File: src/rtl/core/ipv4lpr_pkg.sv
// ----------------------------------------------------------------------------
// IPv4 longest-prefix router package
// Shared sizes, codes, the route entry layout and the prefix mask helper.
// ----------------------------------------------------------------------------
package ipv4lpr_pkg;

    // Table capacity and the widths that follow from it.
    localparam int MAX_ROUTES   = 64;
    localparam int ROUTE_ADDR_W = (MAX_ROUTES > 1) ? $clog2(MAX_ROUTES) : 1;
    localparam int COUNT_W      = $clog2(MAX_ROUTES + 1);

    localparam logic [COUNT_W-1:0] ROUTES_FULL = COUNT_W'(MAX_ROUTES);

    // Longest legal prefix length.
    localparam logic [5:0] PREFIX_MAX = 6'd32;

    // Item kinds.
    localparam logic FUNC_ADD   = 1'b0;
    localparam logic FUNC_ROUTE = 1'b1;

    // Result status codes.
    localparam logic [2:0] STATUS_FORWARDED   = 3'd0;
    localparam logic [2:0] STATUS_NO_ROUTE    = 3'd1;
    localparam logic [2:0] STATUS_TTL_EXPIRED = 3'd2;
    localparam logic [2:0] STATUS_ADDED       = 3'd3;
    localparam logic [2:0] STATUS_FULL        = 3'd4;

    // One stored route, as held in the table memory.
    typedef struct packed {
        logic [31:0] prefix;
        logic [5:0]  length;
        logic        hop_valid;
        logic [31:0] hop;
        logic [3:0]  port;
    } route_entry_t;

    localparam int ENTRY_W = $bits(route_entry_t);

    // Controller states.
    typedef enum logic {
        S_IDLE,
        S_SCAN
    } lpr_state_t;

    // Mask with the top len bits set; len is at most 32.
    function automatic logic [31:0] prefix_mask(input logic [5:0] len);
        prefix_mask = ~(32'hFFFF_FFFF >> len);
    endfunction

endpackage

File: src/rtl/core/ipv4lpr_ram.sv
// ----------------------------------------------------------------------------
// Generic simple dual-port RAM
// One write port and one read port with a registered read.
// ----------------------------------------------------------------------------
module ipv4lpr_ram #(
    parameter int WIDTH = 8,
    parameter int DEPTH = 16
) (
    input  logic                                      clk,
    input  logic                                      we,
    input  logic [((DEPTH > 1) ? $clog2(DEPTH) : 1)-1:0] waddr,
    input  logic [WIDTH-1:0]                          wdata,
    input  logic                                      re,
    input  logic [((DEPTH > 1) ? $clog2(DEPTH) : 1)-1:0] raddr,
    output logic [WIDTH-1:0]                          rdata
);

    logic [WIDTH-1:0] mem_reg [DEPTH];
    logic [WIDTH-1:0] rdata_reg;

    // Write port.
    always_ff @(posedge clk)
    begin
        if (we)
        begin
            mem_reg[waddr] <= wdata;
        end
    end

    // Registered read port.
    always_ff @(posedge clk)
    begin
        if (re)
        begin
            rdata_reg <= mem_reg[raddr];
        end
    end

    assign rdata = rdata_reg;

endmodule

File: src/rtl/core/ipv4_longest_prefix_router_top.sv
// ----------------------------------------------------------------------------
// IPv4 longest-prefix router
// Route table with add and longest-prefix-match lookup over one table memory.
// ----------------------------------------------------------------------------
// A transaction is accepted on a rising edge with start high and busy low.
// Every transaction gives exactly one result, shown on the result ports for
// one cycle with done high; the receiver cannot hold it off, so it must take
// the result in that cycle. An add leaves busy low, so the next transaction
// may follow at once. A lookup reads the stored routes one per cycle through
// the single read port of the table memory; with an empty table the no-route
// result comes without a scan. busy is high for the whole scan. The table
// needs no clearing after reset: only entries below the route count are ever
// read.
// ----------------------------------------------------------------------------
module ipv4_longest_prefix_router_top
    import ipv4lpr_pkg::*;
(
    input  logic        clk,
    input  logic        rst_n,
    input  logic        start,
    output logic        busy,
    input  logic        func,
    input  logic [31:0] net_prefix,
    input  logic [5:0]  prefix_bits,
    input  logic        hop_present,
    input  logic [31:0] hop_address,
    input  logic [3:0]  interface_index,
    input  logic [31:0] dest_address,
    input  logic [7:0]  ttl_in,
    output logic        done,
    output logic [2:0]  status,
    output logic [3:0]  out_interface,
    output logic [31:0] next_hop_out,
    output logic [7:0]  ttl_out
);

    // Control state.
    lpr_state_t              state_reg, state_next;
    logic [COUNT_W-1:0]      route_count_reg, route_count_next;
    logic [ROUTE_ADDR_W-1:0] scan_idx_reg, scan_idx_next;
    logic                    issue_active_reg, issue_active_next;
    logic                    eval_valid_reg, eval_valid_next;
    logic                    eval_last_reg, eval_last_next;
    logic                    found_reg, found_next;
    logic                    done_reg, done_next;

    // Payload state.
    logic [31:0]  dest_reg, dest_next;
    logic [7:0]   ttl_reg, ttl_next;
    route_entry_t best_reg, best_next;
    logic [2:0]   status_reg, status_next;
    logic [3:0]   iface_reg, iface_next;
    logic [31:0]  hop_reg, hop_next;
    logic [7:0]   ttl_out_reg, ttl_out_next;

    // Memory ports.
    logic                    ram_we;
    logic [ROUTE_ADDR_W-1:0] ram_waddr;
    route_entry_t            ram_wentry;
    logic                    ram_re;
    logic [ENTRY_W-1:0]      ram_rdata;

    logic         accept;
    logic         table_full;
    logic         issue_last;
    route_entry_t rd_entry;
    logic         hit;
    logic         better;
    logic         final_found;
    route_entry_t final_entry;

    assign accept     = start && !busy;
    assign busy       = (state_reg != S_IDLE);
    assign table_full = (route_count_reg == ROUTES_FULL);
    assign rd_entry   = route_entry_t'(ram_rdata);

    // The entry being issued is the last stored route.
    assign issue_last = ((COUNT_W'(scan_idx_reg) + COUNT_W'(1)) == route_count_reg);

    // Match test of the entry just read against the destination.
    assign hit    = (((dest_reg ^ rd_entry.prefix) & prefix_mask(rd_entry.length)) == 32'd0);
    assign better = hit && (!found_reg || (rd_entry.length > best_reg.length));

    assign final_found = found_reg || hit;
    assign final_entry = better ? rd_entry : best_reg;

    // Table write on an accepted add with room left, and the read enable during a scan.
    always_comb
    begin
        ram_we               = accept && (func == FUNC_ADD) && !table_full;
        ram_waddr            = route_count_reg[ROUTE_ADDR_W-1:0];
        ram_wentry.prefix    = net_prefix;
        ram_wentry.length    = (prefix_bits > PREFIX_MAX) ? PREFIX_MAX : prefix_bits;
        ram_wentry.hop_valid = hop_present;
        ram_wentry.hop       = hop_present ? hop_address : 32'd0;
        ram_wentry.port      = interface_index;
        ram_re               = (state_reg == S_SCAN) && issue_active_reg;
    end

    ipv4lpr_ram #(
        .WIDTH(ENTRY_W),
        .DEPTH(MAX_ROUTES)
    ) u_table (
        .clk  (clk),
        .we   (ram_we),
        .waddr(ram_waddr),
        .wdata(ram_wentry),
        .re   (ram_re),
        .raddr(scan_idx_reg),
        .rdata(ram_rdata)
    );

    // Next state and result logic.
    always_comb
    begin
        state_next        = state_reg;
        route_count_next  = route_count_reg;
        scan_idx_next     = scan_idx_reg;
        issue_active_next = issue_active_reg;
        eval_valid_next   = 1'b0;
        eval_last_next    = 1'b0;
        found_next        = found_reg;
        done_next         = 1'b0;
        dest_next         = dest_reg;
        ttl_next          = ttl_reg;
        best_next         = best_reg;
        status_next       = status_reg;
        iface_next        = iface_reg;
        hop_next          = hop_reg;
        ttl_out_next      = ttl_out_reg;

        unique case (state_reg)
            S_IDLE:
            begin
                if (accept)
                begin
                    iface_next   = 4'd0;
                    hop_next     = 32'd0;
                    ttl_out_next = 8'd0;
                    if (func == FUNC_ADD)
                    begin
                        done_next = 1'b1;
                        if (table_full)
                        begin
                            status_next = STATUS_FULL;
                        end
                        else
                        begin
                            status_next      = STATUS_ADDED;
                            route_count_next = route_count_reg + COUNT_W'(1);
                        end
                    end
                    else if (route_count_reg == '0)
                    begin
                        done_next   = 1'b1;
                        status_next = STATUS_NO_ROUTE;
                    end
                    else
                    begin
                        state_next        = S_SCAN;
                        dest_next         = dest_address;
                        ttl_next          = ttl_in;
                        scan_idx_next     = '0;
                        issue_active_next = 1'b1;
                        found_next        = 1'b0;
                    end
                end
            end

            S_SCAN:
            begin
                // Issue the next read.
                if (issue_active_reg)
                begin
                    eval_valid_next   = 1'b1;
                    eval_last_next    = issue_last;
                    issue_active_next = !issue_last;
                    scan_idx_next     = scan_idx_reg + ROUTE_ADDR_W'(1);
                end

                // Fold in the entry read last cycle.
                if (eval_valid_reg)
                begin
                    if (better)
                    begin
                        best_next  = rd_entry;
                        found_next = 1'b1;
                    end
                    if (eval_last_reg)
                    begin
                        state_next = S_IDLE;
                        done_next  = 1'b1;
                        if (!final_found)
                        begin
                            status_next = STATUS_NO_ROUTE;
                        end
                        else if (ttl_reg <= 8'd1)
                        begin
                            status_next = STATUS_TTL_EXPIRED;
                        end
                        else
                        begin
                            status_next  = STATUS_FORWARDED;
                            iface_next   = final_entry.port;
                            hop_next     = final_entry.hop_valid ? final_entry.hop : dest_reg;
                            ttl_out_next = ttl_reg - 8'd1;
                        end
                    end
                end
            end

            default:
            begin
                state_next = S_IDLE;
            end
        endcase
    end

    // Control registers.
    always_ff @(posedge clk or negedge rst_n)
    begin
        if (!rst_n)
        begin
            state_reg        <= S_IDLE;
            route_count_reg  <= '0;
            scan_idx_reg     <= '0;
            issue_active_reg <= 1'b0;
            eval_valid_reg   <= 1'b0;
            eval_last_reg    <= 1'b0;
            found_reg        <= 1'b0;
            done_reg         <= 1'b0;
        end
        else
        begin
            state_reg        <= state_next;
            route_count_reg  <= route_count_next;
            scan_idx_reg     <= scan_idx_next;
            issue_active_reg <= issue_active_next;
            eval_valid_reg   <= eval_valid_next;
            eval_last_reg    <= eval_last_next;
            found_reg        <= found_next;
            done_reg         <= done_next;
        end
    end

    // Payload registers.
    always_ff @(posedge clk)
    begin
        dest_reg    <= dest_next;
        ttl_reg     <= ttl_next;
        best_reg    <= best_next;
        status_reg  <= status_next;
        iface_reg   <= iface_next;
        hop_reg     <= hop_next;
        ttl_out_reg <= ttl_out_next;
    end

    assign done          = done_reg;
    assign status        = status_reg;
    assign out_interface = iface_reg;
    assign next_hop_out  = hop_reg;
    assign ttl_out       = ttl_out_reg;

    // The route count never passes the table capacity.
    a_count_bound: assert property (@(posedge clk) disable iff (!rst_n)
        route_count_reg <= ROUTES_FULL)
        else $error("route count beyond table capacity");

    // The table is written only between lookups.
    a_write_idle: assert property (@(posedge clk) disable iff (!rst_n)
        ram_we |-> (state_reg == S_IDLE))
        else $error("table write during a scan");

    // A refused add leaves the route count unchanged.
    a_full_holds: assert property (@(posedge clk) disable iff (!rst_n)
        (accept && (func == FUNC_ADD) && table_full)
        |=> (route_count_reg == $past(route_count_reg)))
        else $error("refused add changed the route count");

    // An added route shows up as a count increment with its result.
    a_added_count: assert property (@(posedge clk) disable iff (!rst_n)
        (done_reg && (status_reg == STATUS_ADDED))
        |-> (route_count_reg == ($past(route_count_reg) + COUNT_W'(1))))
        else $error("added status without count increment");

    // Read data is evaluated only inside a scan.
    a_eval_scan: assert property (@(posedge clk) disable iff (!rst_n)
        eval_valid_reg |-> (state_reg == S_SCAN))
        else $error("entry evaluation outside a scan");

endmodule

File: config.mk
export PLATFORM = sky130hd
export DESIGN_NAME = ipv4_longest_prefix_router_top
export DESIGN_NICKNAME = d
export VERILOG_FILES = /design/src/rtl/core/ipv4lpr_pkg.sv /design/src/rtl/core/ipv4lpr_ram.sv /design/src/rtl/core/ipv4_longest_prefix_router_top.sv
export SDC_FILE = /design/constraint.sdc
export NUM_CORES = 2
export LEC_CHECK = 0
export ABC_AREA = 1
export BUFFER_PORTS_ARGS = -buffer_cell sky130_fd_sc_hd__buf_4
export CAP_MARGIN = 40
export CELL_PAD_IN_SITES_DETAIL_PLACEMENT = 1
export CELL_PAD_IN_SITES_GLOBAL_PLACEMENT = 1
export CORE_ASPECT_RATIO = 1.4
export CORE_UTILIZATION = 30
export CTS_CLUSTER_DIAMETER = 30
export CTS_CLUSTER_SIZE = 25
export DETAILED_ROUTE_END_ITERATION = 16
export HOLD_SLACK_MARGIN = 0.05
export PLACE_DENSITY_LB_ADDON = 0.25
export SETUP_SLACK_MARGIN = 0.2
export SLEW_MARGIN = 5
export SYNTH_ARGS = -nofsm -noshare
export SYNTH_HDL_FRONTEND = slang
export SYNTH_MEMORY_MAX_BITS = 65536
export SYNTH_SLANG_ARGS = --single-unit
File: constraint.sdc
create_clock -name clk -period 11.7 [get_ports clk]
set_input_delay 1.755 -clock clk [delete_from_list [all_inputs] [get_ports clk]]
set_output_delay 1.755 -clock clk [all_outputs]
set_load 0.01 [all_outputs]
==> qor_table.md <==
| Stage | Quantity | This run |
| --- | --- | --- |
| worst setup path | Startpoint kind of the worst setup timing path | flip-flop |
| detailed routing | Via density per instance | 5.40 |
| sta | Total negative slack | 0 ns |
| synthesis | Share of synthesized flip-flops with an asynchronous set or reset | 0.00378 |
| finish | Count of placed standard cells in the final layout, fillers left out | 24,600 |
| power and ir drop | PnR Total Power | 44,000 µW |
| floorplanning | Placement Rows | 351 |
| sta | Normalized max-slew margin | 0.0450 |
| worst setup path | Worst Path Required | 12.35 ns |
| placed design | Final HPWL from detailed placement | 405,000 µm |
| global routing | Maximum number of pins on one net before global-route repair | 158 |
| finish | Commonest cells after routing, fill and taps aside | 5,005 x sky130_fd_sc_hd__edfxtp_1, 2,957 x sky130_fd_sc_hd__nor2_1, 2,886 x sky130_fd_sc_hd__o21ai_0 |
| detailed routing | Number of design rule violations left after detail routing | 0 |
| floorplanning | Ports | 168 |
| synthesis | Number of warning messages in the yosys log | 0 |
| worst setup path | Max incr delay on CP | 0.65 ns |
| detailed routing | Post-Route WL | 751,000 µm |
| clock network | Reg clk slew, reported paths | 0.05 ns |
| placed design | Port Buffer Count | 167 |
| floorplanning | Initial core utilization | 0.301 |
| synthesis | Mapped Nets | 15,100 |
| detailed routing | Number of search-and-repair iterations in the first detailed-routing pass | 6 |
| synthesis | EDFF count, synth | 5,005 |
| clock network | Max Root-Sink Buffers | 5 |
| clock network | Post-CTS repair timing setup buffer count | 0 |
| sta | Clock Skew | 0.0805 ns |
| worst setup path | Sort of element at the end of the critical path | flip-flop |
| power and ir drop | Power per Cell Area | 186 nW/µm² |
| floorplanning | Area enclosed by the die boundary | 659,000 µm² |
| placed design | Routability Congestion | 0.786 |
| detailed routing | Per-cell routed wire length | 30.5 µm |
| hold path | HP Start | issue_active_reg$_DFFE_PN0P_ |
| finish | Flip-flop count of the largest register after layout | 4,800 |
| finish | Most frequent standard cell in the layout excluding fill and tap cells | sky130_fd_sc_hd__edfxtp_1 |
| placed design | Placed cell count | 23,100 |
| worst setup path | Cells along the critical path | clkinv_1, ha_1, nand4_1, nand2_1, nor2_2, inv_1, nor2_1, nand2_1, nor2_4, buf_4, buf_4 |
| finish | Filler Cells Inserted | 67,800 |
| worst setup path | Worst Path Max Fanout | 25 |
| clock network | Num Clock Sinks | 5,024 |
| detailed routing | Number of vias in the routed layout | 133,000 |
| synthesis | Avg Cell Area, Syn | 13.1 µm² |
| global routing | Antenna violations before repair | 35 |
| outcome | Result of the run | complete, no violations |
| finish | Final layout net count | 15,400 |
| worst setup path | Highest-delay cell along the critical path | sky130_fd_sc_hd__nor2_4 |
| sta | Tightest Pin Transition | 1.43 ns |
| clock network | Number of buffers added to fix hold violations after cts | 0 |
| synthesis | Most used flip-flop cell after synthesis | sky130_fd_sc_hd__edfxtp_1 |
| sta | Final critical delay including setup and external delays | 5.70 ns |
| global routing | Total global routing track utilization | 0.221 |
| clock network | Number of gates resized after CTS | 0 |
| worst setup path | Type of the worst setup path | flip-flop to flip-flop |
| clock network | Cts bufs inserted | 808 |
| sta | Final Cycle Share | 0.487 |
| finish | Post-synthesis to final-layout area growth | 20.4% |
| clock network | Clock Latency Late Sink | 1.10 ns |
| synthesis | Post-Syn Instances | 15,000 |
| clock network | TritonCTS clock tree | done |
| power and ir drop | Pleak | 0.0736 µW |
| worst setup path | Crit. Startpoint | route_count_reg[1]$_DFFE_PN0P_ |
| clock network | CTS root buf | sky130_fd_sc_hd__clkbuf_16 |
| floorplanning | Floorplan Core Area | 653,000 µm² |
| global routing | Remaining global-route overflow | 0 |
| detailed routing | 1st-iter DRT viols | 12,700 |
| synthesis | Sequential element share of the synthesized area | 0.766 |
| global routing | Number of global-route vias before repair | 135,000 |
| run | Number of maximum-capacitance constraint violations | 0 |
| sta | Setup repair after global routing missed its margin | false |
| power and ir drop | Peak supply drop | 0.146 mV |
| synthesis | Netlist area before placement | 197,000 µm² |
| hold path | Worst Hold Class | flip-flop to flip-flop |
| worst setup path | Reg-to-reg startpoint | route_count_reg[1]$_DFFE_PN0P_ |
| sta | Count of final hold-check violations | 0 |
| worst setup path | Largest delay share family, worst path | simple AND/OR/NAND/NOR gates |
| worst setup path | CP arrival | 6.35 ns |
| global routing | Wire length of the first global-routing pass | 1,050,000 µm |
| floorplanning | Die Width | 687 µm |
| detailed routing | Antenna-violating nets left | 0 |
| synthesis | Register bit total from synthesis | 5,024 |
| worst setup path | WP buf/inv | 4 |
| synthesis | Yosys cell types | 38 |
| clock network | Clock H-tree levels | 6 |
| floorplanning | DIE HEIGHT | 960 µm |
| sta | Hold WS | 0.511 ns |
| finish | Proportion of layout cells with a drive suffix above 1 | 0.124 |
| sta | Total setup violations reported at the end of the flow | 0 |
| sta | Max-slew violation count | 0 |
| sta | Upper clock frequency limit | 175 MHz |
==> final cells by class <==
| type | count | area (µm²) | share of cell area |
|---|---|---|---|
| Antenna cell | 11 | 27.5 | 0.000116 |
| Clock inverter | 561 | 6110 | 0.0258 |
| Inverter | 206 | 821 | 0.00346 |
| Timing Repair Buffer | 582 | 5960 | 0.0251 |
| Sequential cell | 5024 | 151000 | 0.636 |
| Multi-Input combinational cell | 8691 | 41700 | 0.176 |
| Tap cell | 8648 | 10800 | 0.0457 |
| Clock buffer | 898 | 20800 | 0.0878 |
==> final timing paths <==
path	endpoint	slack, ns	cells after the start
max	u_table.mem_reg[11][3]$_DFFE_PP_	6.00	11
min	issue_active_reg$_DFFE_PN0P_	0.51	2
max reg2reg	u_table.mem_reg[11][3]$_DFFE_PP_	6.00	11
min reg2reg	issue_active_reg$_DFFE_PN0P_	0.51	2
max in group asynchronous	scan_idx_reg[4]$_DFFE_PN0P_	10.80	1
min in group asynchronous	done$_DFF_PN0_	0.57	1
==> kinds of logic after synthesis <==
| kind of cell | after synthesis | synth area share |
|---|---|---|
| adders and majority gates | 11 | 0.000699 |
| and+or+nand+nor | 4093 | 0.0799 |
| AOI/OAI and AO/OA | 4512 | 0.124 |
| DFF | 5024 | 0.766 |
| xor gates and xnor gates | 27 | 0.00120 |
| muxes | 48 | 0.00244 |
| buffers and inverters | 1275 | 0.0253 |
==> Yosys cell counts, types with 13 or more instances <==
master	count	share of area
sky130_fd_sc_hd__or2_2	15	0.00048
sky130_fd_sc_hd__o21ai_0	2886	0.073
sky130_fd_sc_hd__o21ai_1	82	0.0021
sky130_fd_sc_hd__xor2_1	22	0.00098
sky130_fd_sc_hd__nor2_1	3026	0.058
sky130_fd_sc_hd__dfrtp_1	19	0.0024
sky130_fd_sc_hd__nor3_1	13	0.00033
sky130_fd_sc_hd__a21oi_1	89	0.0023
sky130_fd_sc_hd__nand4_1	43	0.0014
sky130_fd_sc_hd__inv_1	197	0.0038
sky130_fd_sc_hd__edfxtp_1	5005	0.76
sky130_fd_sc_hd__nand3_1	113	0.0029
sky130_fd_sc_hd__buf_1	50	0.00095
sky130_fd_sc_hd__o211ai_1	63	0.0024
sky130_fd_sc_hd__o22ai_1	1380	0.044
sky130_fd_sc_hd__clkbuf_1	880	0.017
sky130_fd_sc_hd__buf_2	133	0.0034
sky130_fd_sc_hd__mux2i_1	48	0.0024
sky130_fd_sc_hd__nand2_1	868	0.017
==> where the power goes <==
group | total [µW] | leakage (µW) | switching, µW | internal, µW
logic | 368 | 0.0183 | 329 | 38.2
registers | 19800 | 0.0424 | 0 | 19800
clock network | 23900 | 0.0129 | 8750 | 15100
==> worst min-delay path, cell delays in order (launching register included) <==
cell,delay (ns)
sky130_fd_sc_hd__dfrtp_1,0.34
sky130_fd_sc_hd__o22ai_1,0.09
sky130_fd_sc_hd__inv_1,0.05
==> per-layer routing <==
layer  part of all wire  wire length, µm  track usage
met1               0.42           312000        0.284
met4              0.036            27100       0.0822
met5            0.00017              127            0
met3              0.054            40300       0.0287
met2               0.49           371000        0.381
==> stage by stage <==
stage / cell area [µm²] / util / setup WS (ns)
3_5_place_dp: 210000 / 0.322 / 5.54
3_3_place_gp: 209000 / 0.320 / 5.02
6_report: 237000 / 0.363 / 6.00
2_1_floorplan: 197000 / - / 1.66
4_1_cts: 237000 / 0.363 / 6.22
5_1_grt: 237000 / 0.363 / 6.01
Power figures use the tool's default switching activity.
